<file path="src/rtl/core/assert_macros.svh">
// shared assertion helpers, clocked on clk and disabled during rst
`ifndef ASSERT_MACROS_SVH
`define ASSERT_MACROS_SVH

// property that must hold at every edge
`define LZG_ASSERT(lbl, prop, msg) \
  lbl: assert property (@(posedge clk) disable iff (rst) (prop)) else $error(msg);

// consequence that must hold in the cycle after the trigger
`define LZG_ASSERT_NEXT(lbl, ante, cons, msg) \
  lbl: assert property (@(posedge clk) disable iff (rst) (ante) |=> (cons)) else $error(msg);

`endif

</file>
<file path="src/rtl/core/lzgd_pkg.sv">
`default_nettype none
package lzgd_pkg;

  // offset widths of the four back-reference classes
  localparam int unsigned NEAR_OFFSET_BITS  = 6;
  localparam int unsigned MID_OFFSET_BITS   = 9;
  localparam int unsigned WIDE_OFFSET_BITS  = 12;
  localparam int unsigned FAR_OFFSET_BITS   = 20;
  localparam int unsigned MAX_LENGTH_PREFIX = 12;

  // history depth is 2**HIST_AW bytes
  localparam int unsigned HIST_AW = 21;

  // chained distance bases
  localparam int unsigned BASE0 = 1;
  localparam int unsigned BASE1 = BASE0 + (1 << NEAR_OFFSET_BITS);
  localparam int unsigned BASE2 = BASE1 + (1 << MID_OFFSET_BITS);
  localparam int unsigned BASE3 = BASE2 + (1 << WIDE_OFFSET_BITS);
  localparam int unsigned DIST_MAX = BASE3 + (1 << FAR_OFFSET_BITS) - 1;
  localparam int unsigned DIST_W = $clog2(DIST_MAX + 1);

  localparam int unsigned OFF_W01 = (NEAR_OFFSET_BITS > MID_OFFSET_BITS) ?
                                    NEAR_OFFSET_BITS : MID_OFFSET_BITS;
  localparam int unsigned OFF_W23 = (WIDE_OFFSET_BITS > FAR_OFFSET_BITS) ?
                                    WIDE_OFFSET_BITS : FAR_OFFSET_BITS;
  localparam int unsigned OFF_W = (OFF_W01 > OFF_W23) ? OFF_W01 : OFF_W23;

  // match length range
  localparam int unsigned LEN_MAX = 3 + 2 * ((1 << MAX_LENGTH_PREFIX) - 1);
  localparam int unsigned LEN_W = $clog2(LEN_MAX + 1);
  localparam int unsigned K_W = $clog2(MAX_LENGTH_PREFIX + 2);

  // operations
  localparam logic OP_FEED    = 1'b0;
  localparam logic OP_REQUEST = 1'b1;

  // result status codes
  localparam logic [2:0] ST_BYTE  = 3'd0;
  localparam logic [2:0] ST_FED   = 3'd1;
  localparam logic [2:0] ST_FULL  = 3'd2;
  localparam logic [2:0] ST_NEED  = 3'd3;
  localparam logic [2:0] ST_DONE  = 3'd4;
  localparam logic [2:0] ST_ERROR = 3'd5;

  // configuration register indexes
  localparam int unsigned CFG_IDX_W = 1;
  localparam logic [CFG_IDX_W-1:0] CFG_DEST_LIMIT = 1'b0;
  localparam logic [CFG_IDX_W-1:0] CFG_SAFETY     = 1'b1;

  typedef struct packed {
    logic       operation;
    logic [7:0] source_byte;
  } item_in_t;

  typedef struct packed {
    logic [7:0]  out_byte;
    logic [2:0]  status;
    logic [31:0] total_out;
  } item_out_t;

  // where an output byte comes from
  typedef enum logic [1:0] {
    SEL_LIT,
    SEL_MEM,
    SEL_FWD
  } sel_t;

  // decoded work handed from the decoder to the output stage
  typedef struct packed {
    logic [2:0]         status;
    logic [31:0]        total_out;
    logic               is_byte;
    sel_t               sel;
    logic [7:0]         lit;
    logic [HIST_AW-1:0] rd_addr;
    logic [HIST_AW-1:0] wr_addr;
  } emit_req_t;

endpackage
`default_nettype wire

</file>
<file path="src/rtl/core/lzgd_queue.sv">
`default_nettype none
module lzgd_queue import lzgd_pkg::*; (
  input  wire logic     clk,
  input  wire logic     rst,
  input  wire logic     src_valid,
  output logic          src_stall,
  input  wire item_in_t src_item,
  output logic          q_valid,
  output item_in_t      q_item,
  input  wire logic     q_pop
);

  item_in_t   entries [2];
  logic       wr_ptr;
  logic       rd_ptr;
  logic [1:0] count;
  logic       push;

  // two-entry queue in front of the decoder
  assign src_stall = (count == 2'd2);
  assign push      = src_valid && !src_stall;
  assign q_valid   = (count != 2'd0);
  assign q_item    = entries[rd_ptr];

  always_ff @(posedge clk) begin
    if (rst) begin
      wr_ptr <= 1'b0;
      rd_ptr <= 1'b0;
      count  <= 2'd0;
    end else begin
      if (push) wr_ptr <= !wr_ptr;
      if (q_pop) rd_ptr <= !rd_ptr;
      count <= count + 2'(push) - 2'(q_pop);
    end
  end

  // queue storage
  always_ff @(posedge clk) begin
    if (push) entries[wr_ptr] <= src_item;
  end

endmodule
`default_nettype wire

</file>
<file path="config.mk">
export PLATFORM = sky130hd
export DESIGN_NAME = lzgd_queue
export DESIGN_NICKNAME = d
export VERILOG_FILES = /design/src/rtl/core/assert_macros.svh /design/src/rtl/core/lzgd_pkg.sv /design/src/rtl/core/lzgd_queue.sv
export SDC_FILE = /design/constraint.sdc
export NUM_CORES = 1
export LEC_CHECK = 0
export BUFFER_PORTS_ARGS = -buffer_cell sky130_fd_sc_hd__buf_2
export CAP_MARGIN = 20
export CORE_MARGIN = 4
export CORE_UTILIZATION = 45
export CTS_BUF_LIST = sky130_fd_sc_hd__clkbuf_2 sky130_fd_sc_hd__clkbuf_4 sky130_fd_sc_hd__clkbuf_8
export DETAILED_ROUTE_END_ITERATION = 10
export GPL_TIMING_DRIVEN = 0
export PLACE_DENSITY_LB_ADDON = 0.12
export REMOVE_ABC_BUFFERS = 1
export SYNTH_ARGS = -nofsm -noshare
export SYNTH_HDL_FRONTEND = slang
export SYNTH_SLANG_ARGS = --single-unit
</file>
<file path="constraint.sdc">
create_clock -name clk -period 2.21 [get_ports clk]
set_clock_uncertainty 0.1 [all_clocks]
set_input_delay 0.3315 -clock clk [delete_from_list [all_inputs] [get_ports clk]]
set_output_delay 0.3315 -clock clk [all_outputs]
set_load 0.01 [all_outputs]
</file>
### Word level (Yosys, flattened, before mapping)

Memory sizes are Yosys's and may differ from the RTL's. A register that Yosys moved wholly into a read port is not among the register bits.
Cells that the tools add are included.

* equal/unequal tests: 1
* shift operators: 0
* divide/modulo/power cells: 0
* bitwise logic cells: 0
* reduce and logical (&&, ||, !) cells: 5
* muxes and demuxes: 4
* order comparisons: 0
* multipliers: 0
* $add $sub $neg: 2

Operator list (number)
* $mux W1: 4
* $logic_not A1 Y1: 3
* $add A2 B1 Y2: 1
* $eq A2 B2 Y1 const B: 1
* $reduce_bool A2 Y1: 1
* $sub A2 B1 Y2: 1
* $logic_and A1 B1 Y1: 1

* bits in writable memories: 18
* word-level logic and storage cells: 16
* memories kept: 1
* bits of input ports: 13
* register bits after elaboration: 4
* bits in read-only memories: 0
* output and inout bits: 11
* latch bits: 0

Memory list
* entries: words 2, width 9, read ports 1, clocked after memory_dff 1, wr ports 1, line lzgd_queue.sv:13 `item_in_t entries [2];`

### Longest topological paths before layout

* depth after elaboration: 5
* depth in mapped cells: 8
* mapped depth without buffers: 8

### Least setup slack after synthesis

No wires, ideal clock.

* path type: register -> register
* start point: register count[0]
* end point: register count[1]
* buffers on the path: 0
* stages on the path, launching flop included: 9
* required time: 1995 ps
* arrival time: 1277 ps
* setup time: 115 ps
* setup slack: 718 ps
* path through: dfxtp_1 > nand2b_2 > nand2_1 > ha_1 > inv_1 > ha_1 > xor2_1 > xnor2_1 > nor2_1

* longest elaborated chain between the ends: 5

Ends and longest elaborated chain
* start, declared: line lzgd_queue.sv:16 `logic [1:0] count;`
* start signal, assigned: line lzgd_queue.sv:33 `count <= count + 2'(push) - 2'(q_pop);`
* $eq A2 B2 Y1: line lzgd_queue.sv:20 `assign src_stall = (count == 2'd2);`
* $logic_not A1 Y1: line lzgd_queue.sv:21 `assign push = src_valid && !src_stall;`
* $logic_and A1 B1 Y1: line lzgd_queue.sv:21
* $add A2 B1 Y2 *: line lzgd_queue.sv:33
* $sub A2 B1 Y2 *: line lzgd_queue.sv:33

Mark *: on every way between the ends. The rest lies on a longest branch, timed or not.
A chain may end at the register's enable or synchronous reset.

==> results.cfg <==
[global_route]
grt_use_total = 0.09933
grt_pass1_vias = 455
grt_pass1_wl_mm = 1.938
grt_antenna_before_repair = 0
grt_max_degree = 13
grt_overflow_total = 0

[place]
dpl.hpwl_um = 960.1
place.gp.congestion = 0.7593
portBuffers = 23
dp.cells = 100

[critical_path]
end_kind = primary output
worstSetupPathType = flip-flop to primary output
cp-start-kind = flip-flop
worstPathRequired_ps = 1780
cp.arrival_ps = 1410
path_max_fanout = 9

[clocking]
clk_pin_slew_ps = 120
cts_inserted_buffers = 3
root_buffer = clkbuf_4
cts.sinks = 23
cts_tree = done
clockBufferDepth = 2
postCtsSetupBuffers = 0
hold_buffers = 0
cts_max_level = 1
ctsResizeCount = 0
clock_latency_ps = 300

[die]
die_area_um2 = 2710
ios = 24
core_area_um2 = 1783
rows = 15
fp.dieH_um = 52.06
fp.dieW_um = 52.06
initial_core_util = 0.4898

[sta]
worst_pin_slew_ps = 392.0
slew_viol_final = 0
min_period_ps = 1838
rsz0062_at_grt = false
finalCritPeriodShare = 0.8316
slew_headroom = 0.7383
finalHoldViolations = 0
setup_tns_ps = 0
finalSetupViolCount = 0
fmax_ghz = 0.5441

[detailed_routing]
ant_nets = 0
wl_per_cell_um = 12.18
drtIter0Drc = 1
vias = 494
drc_errors = 0
dr.pass1.iters = 4
wl_mm = 1.267
vias_per_cell = 4.750

[synthesis]
synth_top_area_cell = edfxtp_1
synth.area.top_cells = edfxtp_1 (62%), mux2_2 (12%), dfxtp_1 (11%), ha_1 (2.9%), xnor2_1 (2.0%)
syn_area_um2 = 873.3
synth-xor-area-share = 0.03009
synth_top_family_by_area = multiplexers
synthDistinctLibCells = 18
ys_seq_elements = 23
ys_seq_area_frac = 0.7335
synth_top_area_frac = 0.6189
syn_inst = 53
synthAdderAreaFrac = 0.02865
synth_compound_area_frac = 0.01146
synth_simple_gate_area_frac = 0.05731
muxShareOfSynthArea = 0.1160
syn_area_per_cell_um2 = 16.48
yosys_warnings = 0

[pwr]
ir_drop_mv = 0.4687
powerDensity_nw_per_um2 = 950.2
leakagePower_nw = 0.4324

[layout]
fillers = 149
fin_cells = 104
area_growth_pct = 19.63
fin_nets = 95
insertedDiodeCount = 0
utilization = 0.5860
drive_gt1_frac = 0.5063

[job]
cap_violations = 0

[outcome]
status = finished clean

[min_path]
hold_class = input pin to flip-flop
critical path, stage by stage, from the launching register on:
cell and delay [ps]:
dfxtp_1 580, mux2_2 380, buf_2 140
final timing paths:
check	from	to	slack [ps]	cells past startpoint
worst max-delay path	flip-flop	q_item[5]	370	2
worst min-delay path	src_item[6]	entries[0][6]	100	1
worst max register to register	count[0]	entries[0][2]	620	4
worst min register to register	wr_ptr	wr_ptr	410	2
area by class of cell:
cell class | count | area, um2 | area share
multi-input cells | 25 | 212.7 | 0.2036
repair buffers | 23 | 115.1 | 0.1102
inverters | 4 | 15.01 | 0.01437
flip-flops and latches | 23 | 640.6 | 0.6132
clock buffers | 4 | 30.03 | 0.02874
well taps | 25 | 31.28 | 0.02994
sequential cells by signal, summed over array words and instances (netlist names), named ones only:
register,cells
entries,18
count,2
rd_ptr,1
wr_ptr,1
power by group:
part	internal, mW	switching, mW	leakage, nW
logic	0.112	0.113	0.205
registers	0.539	0.0291	0.209
clock network	0.0826	0.117	0.0184
total	0.734	0.259	0.432
metal layers:
metal | track usage | part of all wire | vias to the layer above
met2 | 0.1611 | 0.49 | 15
li1 | - | - | 245
met4 | 0.03930 | 0.011 | 0
met5 | 0 | 0 | -
met1 | 0.1201 | 0.44 | 232
met3 | 0.03438 | 0.064 | 2
cells in the final DEF (no fill, tap or decap):
| master | count |
|---|---|
| nand2_1 | 1 |
| mux2_2 | 9 |
| nor2b_1 | 1 |
| xnor2_1 | 2 |
| o21ai_0 | 1 |
| dfxtp_1 | 5 |
| or3_1 | 1 |
| xor2_1 | 1 |
| or2_2 | 1 |
| clkbuf_4 | 4 |
| buf_2 | 23 |
| nor2_1 | 3 |
| edfxtp_1 | 18 |
| inv_1 | 3 |
| a21oi_1 | 1 |
| and3_2 | 1 |
| ha_1 | 2 |
| inv_2 | 1 |
| nand2b_2 | 1 |
Yosys cell counts, drive strengths merged:
library cell / n
nor2: 3
nand2b: 1
or2: 1
edfxtp: 18
xor2: 1
dfxtp: 5
ha: 2
o21ai: 1
and3: 1
inv: 4
xnor2: 2
nand2: 1
or3: 1
mux2: 9
nor2b: 1
a21oi: 1
buf: 1
through the flow:
stage | instance area [um2] | hold WS (ps) | setup WS, ps | power, mW
6_report | 1045 | 104.8 | 372.3 | 0.9927
3_5_place_dp | 1015 | 381.6 | 616.4 | 0.8096
4_1_cts | 1045 | 99.23 | 345.5 | 1.004
2_1_floorplan | 868.3 | 300.6 | 718.4 | 0.7253
5_1_grt | 1045 | 89.35 | 296.1 | 1.049
3_3_place_gp | 1015 | 368.9 | 629.8 | 0.8043
cell families (layout without fill, tap and decap cells):
logic type | Yosys count | after routing
xor gates and xnor gates | 3 | 3
buffers and inverters | 5 | 31
DFF | 23 | 23
AOI/OAI and AO/OA | 2 | 2
adders and majority gates | 2 | 2
muxes | 9 | 9
and+or+nand+nor | 9 | 9
No activity file was read; power rests on OpenSTA's default activity.
